## config.mk

```make
export PLATFORM = sky130hd
export DESIGN_NAME = partitioned_multi_circular_queue
export DESIGN_NICKNAME = d
export VERILOG_FILES = /design/src/rtl/pmcq_pkg.sv /design/src/rtl/partitioned_multi_circular_queue.sv /design/src/rtl/pmcq_ram.sv /design/src/rtl/pmcq_ctrl.sv
export VERILOG_INCLUDE_DIRS = /design/src /design/src/rtl
export SDC_FILE = /design/constraint.sdc
export NUM_CORES = 2
export LEC_CHECK = 0
export BUFFER_PORTS_ARGS = -buffer_cell sky130_fd_sc_hd__buf_2
export CAP_MARGIN = 20
export CORE_UTILIZATION = 25
export CTS_CLUSTER_DIAMETER = 40
export DETAILED_ROUTE_END_ITERATION = 6
export PLACE_DENSITY_LB_ADDON = 0.2
export SYNTH_ARGS = -nofsm -noshare
export SYNTH_HDL_FRONTEND = slang
export SYNTH_SLANG_ARGS = --single-unit
export TNS_END_PERCENT = 10
```

## constraint.sdc

```tcl
create_clock -name clk -period 12.53 [get_ports clk]
set_clock_uncertainty 0.15 [all_clocks]
set_input_delay 0.6265 -clock clk [delete_from_list [all_inputs] [get_ports clk]]
set_output_delay 0.6265 -clock clk [all_outputs]
set_load 0.03 [all_outputs]
```

## src/rtl/partitioned_multi_circular_queue_macros.svh

```systemverilog
// ----------------------------------------------------------------------------
// Partitioned multi-queue assertion macros
// Shared concurrent assertion forms, clocked on clk and disabled in reset.
// ----------------------------------------------------------------------------
`ifndef PARTITIONED_MULTI_CIRCULAR_QUEUE_MACROS_SVH
`define PARTITIONED_MULTI_CIRCULAR_QUEUE_MACROS_SVH

// same-cycle implication
`define PMCQ_ASSERT_IMP(lbl, ante, cons, msg) \
  lbl: assert property (@(posedge clk) disable iff (!rst_n) (ante) |-> (cons)) \
    else $error(msg);

// next-cycle implication
`define PMCQ_ASSERT_NXT(lbl, ante, cons, msg) \
  lbl: assert property (@(posedge clk) disable iff (!rst_n) (ante) |=> (cons)) \
    else $error(msg);

`endif

```

## src/rtl/pmcq_pkg.sv

```systemverilog
// ----------------------------------------------------------------------------
// Partitioned multi-queue package
// Types, codes and default sizes shared by the queue modules.
// ----------------------------------------------------------------------------
package pmcq_pkg;

  localparam int DEPTH_DEF      = 128;
  localparam int MAX_QUEUES_DEF = 8;
  localparam int DATA_WIDTH_DEF = 32;

  localparam int COUNT_W = 4;
  localparam int SEL_W   = 3;
  localparam int WORD_W  = 32;

  typedef enum logic {
    OP_ENQ = 1'b0,
    OP_DEQ = 1'b1
  } op_t;

  typedef enum logic [1:0] {
    ST_OK      = 2'd0,
    ST_FULL    = 2'd1,
    ST_EMPTY   = 2'd2,
    ST_BAD_SEL = 2'd3
  } status_t;

  typedef struct packed {
    op_t                       operation;
    logic [SEL_W-1:0]          queue_select;
    logic signed [WORD_W-1:0]  data_in;
  } in_item_t;

  typedef struct packed {
    status_t                   status;
    logic signed [WORD_W-1:0]  data_out;
  } out_item_t;

  typedef struct packed {
    logic    we;
    logic    re;
    status_t status;
  } ctrl_t;

endpackage

```

## src/rtl/partitioned_multi_circular_queue.sv

```systemverilog
// ----------------------------------------------------------------------------
// Partitioned multi-queue
// Up to eight circular queues carved from one shared storage array.
// ----------------------------------------------------------------------------
// Usage:
//   in_*  : one operation per transfer (enqueue or dequeue, queue select, word).
//   out_* : one result per operation, in order: status and dequeued word.
//   cfg_* : writes the queue count; always ready. A write empties every queue
//           and takes effect on the next cycle. Write only while idle.
// The result of a transfer is registered at the transfer edge and is valid
// right after it. Throughput is one operation per cycle unless a result
// stalls; the pointer update and the storage access for an item complete at
// the transfer edge, and the dequeued word is the RAM's registered read data.
// Reset leaves one queue spanning the whole array, empty. Storage is not
// cleared; only words that were enqueued are ever returned.
// While out_valid is high and out_ready is low the result holds and in_ready
// is low, so no operation is taken until the result is transferred.
// ----------------------------------------------------------------------------
`include "partitioned_multi_circular_queue_macros.svh"

module partitioned_multi_circular_queue #(
  parameter int DEPTH      = pmcq_pkg::DEPTH_DEF,
  parameter int MAX_QUEUES = pmcq_pkg::MAX_QUEUES_DEF,
  parameter int DATA_WIDTH = pmcq_pkg::DATA_WIDTH_DEF
) (
  input  logic                         clk,
  input  logic                         rst_n,
  input  logic                         in_valid,
  output logic                         in_ready,
  input  pmcq_pkg::in_item_t           in_data,
  output logic                         out_valid,
  input  logic                         out_ready,
  output pmcq_pkg::out_item_t          out_data,
  input  logic                         cfg_valid,
  output logic                         cfg_ready,
  input  logic [pmcq_pkg::COUNT_W-1:0] cfg_data
);
  import pmcq_pkg::*;

  localparam int PW = $clog2(DEPTH);

  ctrl_t                 ctrl;
  logic [PW-1:0]         addr;
  logic [DATA_WIDTH-1:0] wdata, rdata;
  logic [63:0]           rdata_ext;
  logic                  acc;
  logic                  out_valid_r, out_valid_nxt;
  status_t               status_r, status_nxt;
  logic                  deq_r, deq_nxt;

  assign cfg_ready = 1'b1;
  assign in_ready  = !out_valid_r || out_ready;
  assign acc       = in_valid && in_ready;

  pmcq_ctrl #(
    .DEPTH      (DEPTH),
    .MAX_QUEUES (MAX_QUEUES),
    .DATA_WIDTH (DATA_WIDTH)
  ) u_ctrl (
    .clk       (clk),
    .rst_n     (rst_n),
    .cfg_we    (cfg_valid),
    .cfg_count (cfg_data),
    .acc       (acc),
    .item      (in_data),
    .ctrl      (ctrl),
    .addr      (addr),
    .wdata     (wdata)
  );

  pmcq_ram #(
    .WIDTH (DATA_WIDTH),
    .DEPTH (DEPTH)
  ) u_ram (
    .clk   (clk),
    .we    (ctrl.we),
    .waddr (addr),
    .wdata (wdata),
    .re    (ctrl.re),
    .raddr (addr),
    .rdata (rdata)
  );

  always_comb begin
    out_valid_nxt = out_valid_r && !out_ready;
    status_nxt    = status_r;
    deq_nxt       = deq_r;
    if (acc) begin
      out_valid_nxt = 1'b1;
      status_nxt    = ctrl.status;
      deq_nxt       = ctrl.re;
    end
  end

  always_ff @(posedge clk) begin
    if (!rst_n) begin
      out_valid_r <= 1'b0;
    end else begin
      out_valid_r <= out_valid_nxt;
    end
    status_r <= status_nxt;
    deq_r    <= deq_nxt;
  end

  assign rdata_ext         = 64'(rdata);
  assign out_valid         = out_valid_r;
  assign out_data.status   = status_r;
  assign out_data.data_out = deq_r ? $signed(rdata_ext[WORD_W-1:0]) : '0;

  `PMCQ_ASSERT_NXT(a_accept_gives_result, acc, out_valid,
    "transfer did not produce a result")
  `PMCQ_ASSERT_IMP(a_fail_zero_data, out_valid && out_data.status != ST_OK,
    out_data.data_out == '0, "failed operation returned nonzero data")
  `PMCQ_ASSERT_NXT(a_stall_holds, out_valid && !out_ready,
    out_valid && $stable(status_r) && $stable(deq_r),
    "stalled result changed")

endmodule

```

## src/rtl/pmcq_ram.sv

```systemverilog
// ----------------------------------------------------------------------------
// Generic single-port-write RAM
// One write port, one read port with registered read data and read enable.
// ----------------------------------------------------------------------------
module pmcq_ram #(
  parameter int WIDTH = 32,
  parameter int DEPTH = 128
) (
  input  logic                     clk,
  input  logic                     we,
  input  logic [$clog2(DEPTH)-1:0] waddr,
  input  logic [WIDTH-1:0]         wdata,
  input  logic                     re,
  input  logic [$clog2(DEPTH)-1:0] raddr,
  output logic [WIDTH-1:0]         rdata
);

  logic [WIDTH-1:0] mem [DEPTH];

  always_ff @(posedge clk) begin
    if (we) begin
      mem[waddr] <= wdata;
    end
    if (re) begin
      rdata <= mem[raddr];
    end
  end

endmodule

```

## src/rtl/pmcq_ctrl.sv

```systemverilog
// ----------------------------------------------------------------------------
// Partitioned multi-queue pointer control
// Holds the queue count, partition size and per-queue pointers; decodes one
// operation per cycle into a status and a storage access.
// ----------------------------------------------------------------------------
`include "partitioned_multi_circular_queue_macros.svh"

module pmcq_ctrl #(
  parameter int DEPTH      = pmcq_pkg::DEPTH_DEF,
  parameter int MAX_QUEUES = pmcq_pkg::MAX_QUEUES_DEF,
  parameter int DATA_WIDTH = pmcq_pkg::DATA_WIDTH_DEF
) (
  input  logic                             clk,
  input  logic                             rst_n,
  input  logic                             cfg_we,
  input  logic [pmcq_pkg::COUNT_W-1:0]     cfg_count,
  input  logic                             acc,
  input  pmcq_pkg::in_item_t               item,
  output pmcq_pkg::ctrl_t                  ctrl,
  output logic [$clog2(DEPTH)-1:0]         addr,
  output logic [DATA_WIDTH-1:0]            wdata
);
  import pmcq_pkg::*;

  localparam int PW   = $clog2(DEPTH);
  localparam int SW   = PW + 1;
  localparam int MAXN = (MAX_QUEUES < DEPTH) ? MAX_QUEUES : DEPTH;

  logic [SW-1:0] size_tab [MAXN];

  for (genvar g = 0; g < MAXN; g++) begin : g_size
    localparam int PART = DEPTH / (g + 1);
    assign size_tab[g] = SW'(PART);
  end

  logic [COUNT_W-1:0] count_r, count_nxt;
  logic [SW-1:0]      size_r, size_nxt;
  logic [PW-1:0]      front_r [MAX_QUEUES];
  logic [PW-1:0]      front_nxt [MAX_QUEUES];
  logic [PW-1:0]      rear_r [MAX_QUEUES];
  logic [PW-1:0]      rear_nxt [MAX_QUEUES];
  logic [MAX_QUEUES-1:0] empty_r, empty_nxt;

  logic [PW-1:0]      front_s, rear_s, base, endp, front_adv, rear_adv;
  logic               empty_s, bad_sel;
  logic [PW+SEL_W:0]  base_full;
  logic [SW-1:0]      end_sum;
  logic [63:0]        word_ext;

  // config decode: clamp count and look up partition size
  always_comb begin
    count_nxt = count_r;
    size_nxt  = size_r;
    if (cfg_we) begin
      if (cfg_count == '0) begin
        count_nxt = COUNT_W'(1);
      end else if (int'(cfg_count) > MAXN) begin
        count_nxt = COUNT_W'(MAXN);
      end else begin
        count_nxt = cfg_count;
      end
      for (int k = 0; k < MAXN; k++) begin
        if (int'(count_nxt) == k + 1) begin
          size_nxt = size_tab[k];
        end
      end
    end
  end

  // selected queue and partition bounds
  always_comb begin
    front_s = '0;
    rear_s  = '0;
    empty_s = 1'b1;
    for (int k = 0; k < MAX_QUEUES; k++) begin
      if (int'(item.queue_select) == k) begin
        front_s = front_r[k];
        rear_s  = rear_r[k];
        empty_s = empty_r[k];
      end
    end
    bad_sel   = {1'b0, item.queue_select} >= count_r;
    base_full = (PW+SEL_W+1)'(size_r) * (PW+SEL_W+1)'(item.queue_select);
    base      = base_full[PW-1:0];
    end_sum   = SW'(base) + size_r - SW'(1);
    if ({1'b0, item.queue_select} == count_r - COUNT_W'(1)) begin
      endp = PW'(DEPTH - 1);
    end else begin
      endp = end_sum[PW-1:0];
    end
    rear_adv  = (rear_s >= endp) ? base : rear_s + PW'(1);
    front_adv = (front_s >= endp) ? base : front_s + PW'(1);
  end

  // operation decode and pointer update
  always_comb begin
    ctrl.we     = 1'b0;
    ctrl.re     = 1'b0;
    ctrl.status = ST_OK;
    addr        = front_s;
    front_nxt   = front_r;
    rear_nxt    = rear_r;
    empty_nxt   = empty_r;
    if (bad_sel) begin
      ctrl.status = ST_BAD_SEL;
    end else if (item.operation == OP_ENQ) begin
      if (empty_s) begin
        addr    = base;
        ctrl.we = acc;
      end else if (rear_adv == front_s) begin
        ctrl.status = ST_FULL;
      end else begin
        addr    = rear_adv;
        ctrl.we = acc;
      end
    end else begin
      if (empty_s) begin
        ctrl.status = ST_EMPTY;
      end else begin
        ctrl.re = acc;
      end
    end
    for (int k = 0; k < MAX_QUEUES; k++) begin
      if (int'(item.queue_select) == k) begin
        if (ctrl.we) begin
          if (empty_s) begin
            front_nxt[k] = base;
            empty_nxt[k] = 1'b0;
          end
          rear_nxt[k] = addr;
        end
        if (ctrl.re) begin
          if (front_s == rear_s) begin
            front_nxt[k] = base;
            rear_nxt[k]  = base;
            empty_nxt[k] = 1'b1;
          end else begin
            front_nxt[k] = front_adv;
          end
        end
      end
    end
    if (cfg_we) begin
      for (int k = 0; k < MAX_QUEUES; k++) begin
        front_nxt[k] = '0;
        rear_nxt[k]  = '0;
      end
      empty_nxt = '1;
    end
  end

  assign word_ext = 64'($unsigned(item.data_in));
  assign wdata    = word_ext[DATA_WIDTH-1:0];

  always_ff @(posedge clk) begin
    if (!rst_n) begin
      count_r <= COUNT_W'(1);
      size_r  <= SW'(DEPTH);
      empty_r <= '1;
      for (int k = 0; k < MAX_QUEUES; k++) begin
        front_r[k] <= '0;
        rear_r[k]  <= '0;
      end
    end else begin
      count_r <= count_nxt;
      size_r  <= size_nxt;
      empty_r <= empty_nxt;
      front_r <= front_nxt;
      rear_r  <= rear_nxt;
    end
  end

  `PMCQ_ASSERT_IMP(a_empty_ptrs_equal, empty_r[0], front_r[0] == rear_r[0],
    "empty queue with unequal pointers")
  `PMCQ_ASSERT_IMP(a_single_access, 1'b1, !(ctrl.we && ctrl.re),
    "storage read and write issued together")
  `PMCQ_ASSERT_IMP(a_access_ok_only, ctrl.we || ctrl.re, ctrl.status == ST_OK,
    "storage access on a failed operation")

endmodule

```

==> metrics.txt <==
Post-CTS Hold Buffers=45; CP endpoint kind=flip-flop; share of total power in the clock network=48.6%; gr usage total=23.6%; die extent in y=818 um; count leader, synth=edfxtp_1; Place WS=1090 ps; root buf cell=clkbuf_16; net switching power=10.9 mW; Critical Path RT=13250 ps; Seq pwr share=39.7%; Syn. warnings=0; failing checks=design-rule violations, max-slew violations; Sink Count=4263; LEAKAGE=66.0 nW; Most used DFF post-synth=edfxtp_1; Via density=5.45; DRC viols=8; most instantiated cells after synthesis=4131 x edfxtp_1, 945 x nand2_1, 614 x a21oi_1, 529 x mux2i_1, 473 x o21ai_0; switching share of total power=27.6%; Die W=818 um; Synth cell types=104; initial core utilization=25.1%; register area share after synthesis=76.0%; status=finished, violations left; Min-Delay Path Class=in2reg; worst rel slew slack=-4.89%; setup_tns=0 ps; Final WS setup=1420 ps; Logic pwr share=11.6%; startpoint type of the worst setup path=flip-flop; first-pass GRT wire length=1070 mm; final period utilization=88.7%; GPL Wtd Cong=0.952; Synth-to-Final Area Change=24.5%; CTS Buffer Depth=4; antenna violations before repair=154; global route overflow=0; cell count after synthesis=10300; post-route cell area=208000 um2; Mapped Nets=10400; Critical Path Slowest Stage Cell=a211o_1; Mean Syn Cell Area=16.2 um2; filler cell count in the final layout=65000; maxcap violations=0; Synth area leaders=edfxtp_1 74%, mux2i_1 3.2%, mux4_2 2.1%, nand2_1 2.1%, a21oi_1 1.8%; First-pass DRT Iterations=7; Top cell by count, worst path=ha_1; Inserted Clock Buffers=665; nets=11200; via count=113000; largest net degree at the start of global routing=90; FMAX=90.0 MHz; Worst-Margin Slew=1570 ps; WL per Instance=39.7 um; share of cells above drive strength 1=21.4%; die area=670000 um2; post-CTS setup buffers=0; post-cts resize count=0; worst-path fanout max=22; CTS tree=done; vias in the first global route=106000; final hold vios=0; P per Cell Area=190 nW/um2; DR iter-0 viols=19500; Internal Power=28.6 mW; PortBufs=80; Post-DP Area=183000 um2; slowest cell delay on critical path=690 ps; Routed Wire Length=824 mm; Yosys top cell area share=74.4%; post-synthesis register bit count=4263; async set-reset flop share out of synthesis=0%; HPWL after DPL=516 mm; Critical Path AT=11830 ps; Core Region=664000 um2; unrepaired setup endpoints after global routing=no; dominant cell type by area after synthesis=edfxtp_1; Mapped Area=167000 um2; Worst Setup Path Type=reg2reg; Clock Latency Late Sink=1160 ps; final slew viol count=7; VDD IR max=0.000163 V; I/O pins=82; row count=299; clk slew on worst S/H paths=50 ps; Final ANT Viol Nets=0; EDFF count, synth=4131; endpoints failing setup=0; H-tree Lvls=6; post-layout min period=11110 ps
-- cells in the final DEF, fill, tap and decap left out, types with 45 or more instances in the layout --
master and instances:
a211oi_1 147, a21oi_1 610, a221oi_1 260, a222oi_1 62
a22o_1 47, a22oi_1 298, a31oi_1 50, and2_1 46
buf_12 95, buf_2 50, buf_4 623, bufinv_16 89
clkbuf_1 61, clkbuf_16 667, clkinv_1 83, clkinv_2 91
clkinv_4 55, clkinvlp_4 77, dfxtp_1 132, diode_2 210
dlygate4sd3_1 45, edfxtp_1 4131, inv_6 59, mux2_2 169
mux2i_1 527, mux4_2 158, nand2_1 922, nand3_1 186
nor2_1 272, nor2_4 137, nor3_1 49, o211ai_1 80
o21ai_0 469, o22ai_1 146
-- critical path: cells and delay by family, from the launching register on --
| family | cells | cell delay [ps] |
|---|---|---|
| adders and majority gates | 5 | 1840 |
| DFF | 1 | 570 |
| buffers and inverters | 4 | 1000 |
| xor gates and xnor gates | 1 | 150 |
| and+or+nand+nor | 8 | 2790 |
| AOI/OAI and AO/OA | 12 | 4200 |
-- metal layers --
layer / routed length [um] / GRT usage (%) / share of wire (%) / vias up
met4: 54100 / 13.7 / 6.6 / 44
li1: - / - / - / 43200
met1: 324000 / 31.2 / 39 / 60200
met2: 357000 / 35.1 / 43 / 8119
met5: 295 / 0 / 0.036 / -
met3: 89000 / 6.15 / 11 / 1660
-- layout make-up --
cell class / count / area, um2 / area share [%]
antenna: 210 / 526 / 0.253
timing repair buffer: 863 / 7920 / 3.82
multi-input combinational: 5275 / 37800 / 18.2
sequential: 4263 / 127000 / 61.1
tap: 8879 / 11100 / 5.35
clock inverter: 510 / 6260 / 3.02
clock buffer: 732 / 17000 / 8.18
inverter: 47 / 176 / 0.0850
-- metrics by stage --
step	utilization (%)	cells	hold WS (ps)	power, mW
final	31.3	20800	137	39.5
after global routing	31.2	20700	124	40.1
after CTS	31.2	20600	55.5	39.4
after detailed placement	27.6	19300	317	20.4
after global placement	27.5	19200	309	20.4
after floorplan	-	10300	289	17.7
-- final timing paths --
check / to / from / slack [ps] / cells past startpoint
max: u_ram.rdata[12] / u_ctrl.size_r[0] / 1420 / 30
min: u_ram.mem[58][9] / in_data[9] / 140 / 1
max reg2reg: u_ram.rdata[12] / u_ctrl.size_r[0] / 1420 / 30
min reg2reg: u_ctrl.front_r[16] / u_ctrl.front_r[16] / 320 / 2
-- logic make-up (layout without fill, tap and decap cells) --
logic type                 after synthesis  in the layout  synth area share (%)
buffers and inverters                  730           2152                  2.12
xor gates and xnor gates                36             36                 0.202
other                                    1            211               0.00225
and+or+nand+nor                       1832           1832                  4.72
adders and majority gates               41             41                 0.335
muxes                                  864            864                  6.51
AOI/OAI and AO/OA                     2501           2501                  10.1
DFF                                   4263           4263                  76.0
-- sequential cells by signal, indices dropped and copies added (netlist names) --
signal / cells
u_ram.mem: 4096
u_ctrl.rear_r: 56
u_ctrl.size_r: 7
out_valid: 1
u_ram.rdata: 32
u_ctrl.front_r: 56
deq_r: 1
status_r: 2
u_ctrl.count_r: 4
u_ctrl.empty_r: 8
-- power by group through the flow --
stage | clock (mW) | sequential [mW] | combinational, mW
final | 19.2 | 15.7 | 4.60
after global routing | 19.9 | 15.7 | 4.56
after CTS | 19.3 | 15.7 | 4.44
after detailed placement | 0 | 16.0 | 4.42
after global placement | 0 | 16.0 | 4.38
after floorplan | 0 | 16.0 | 1.73
(Power assumes the default switching activity.)
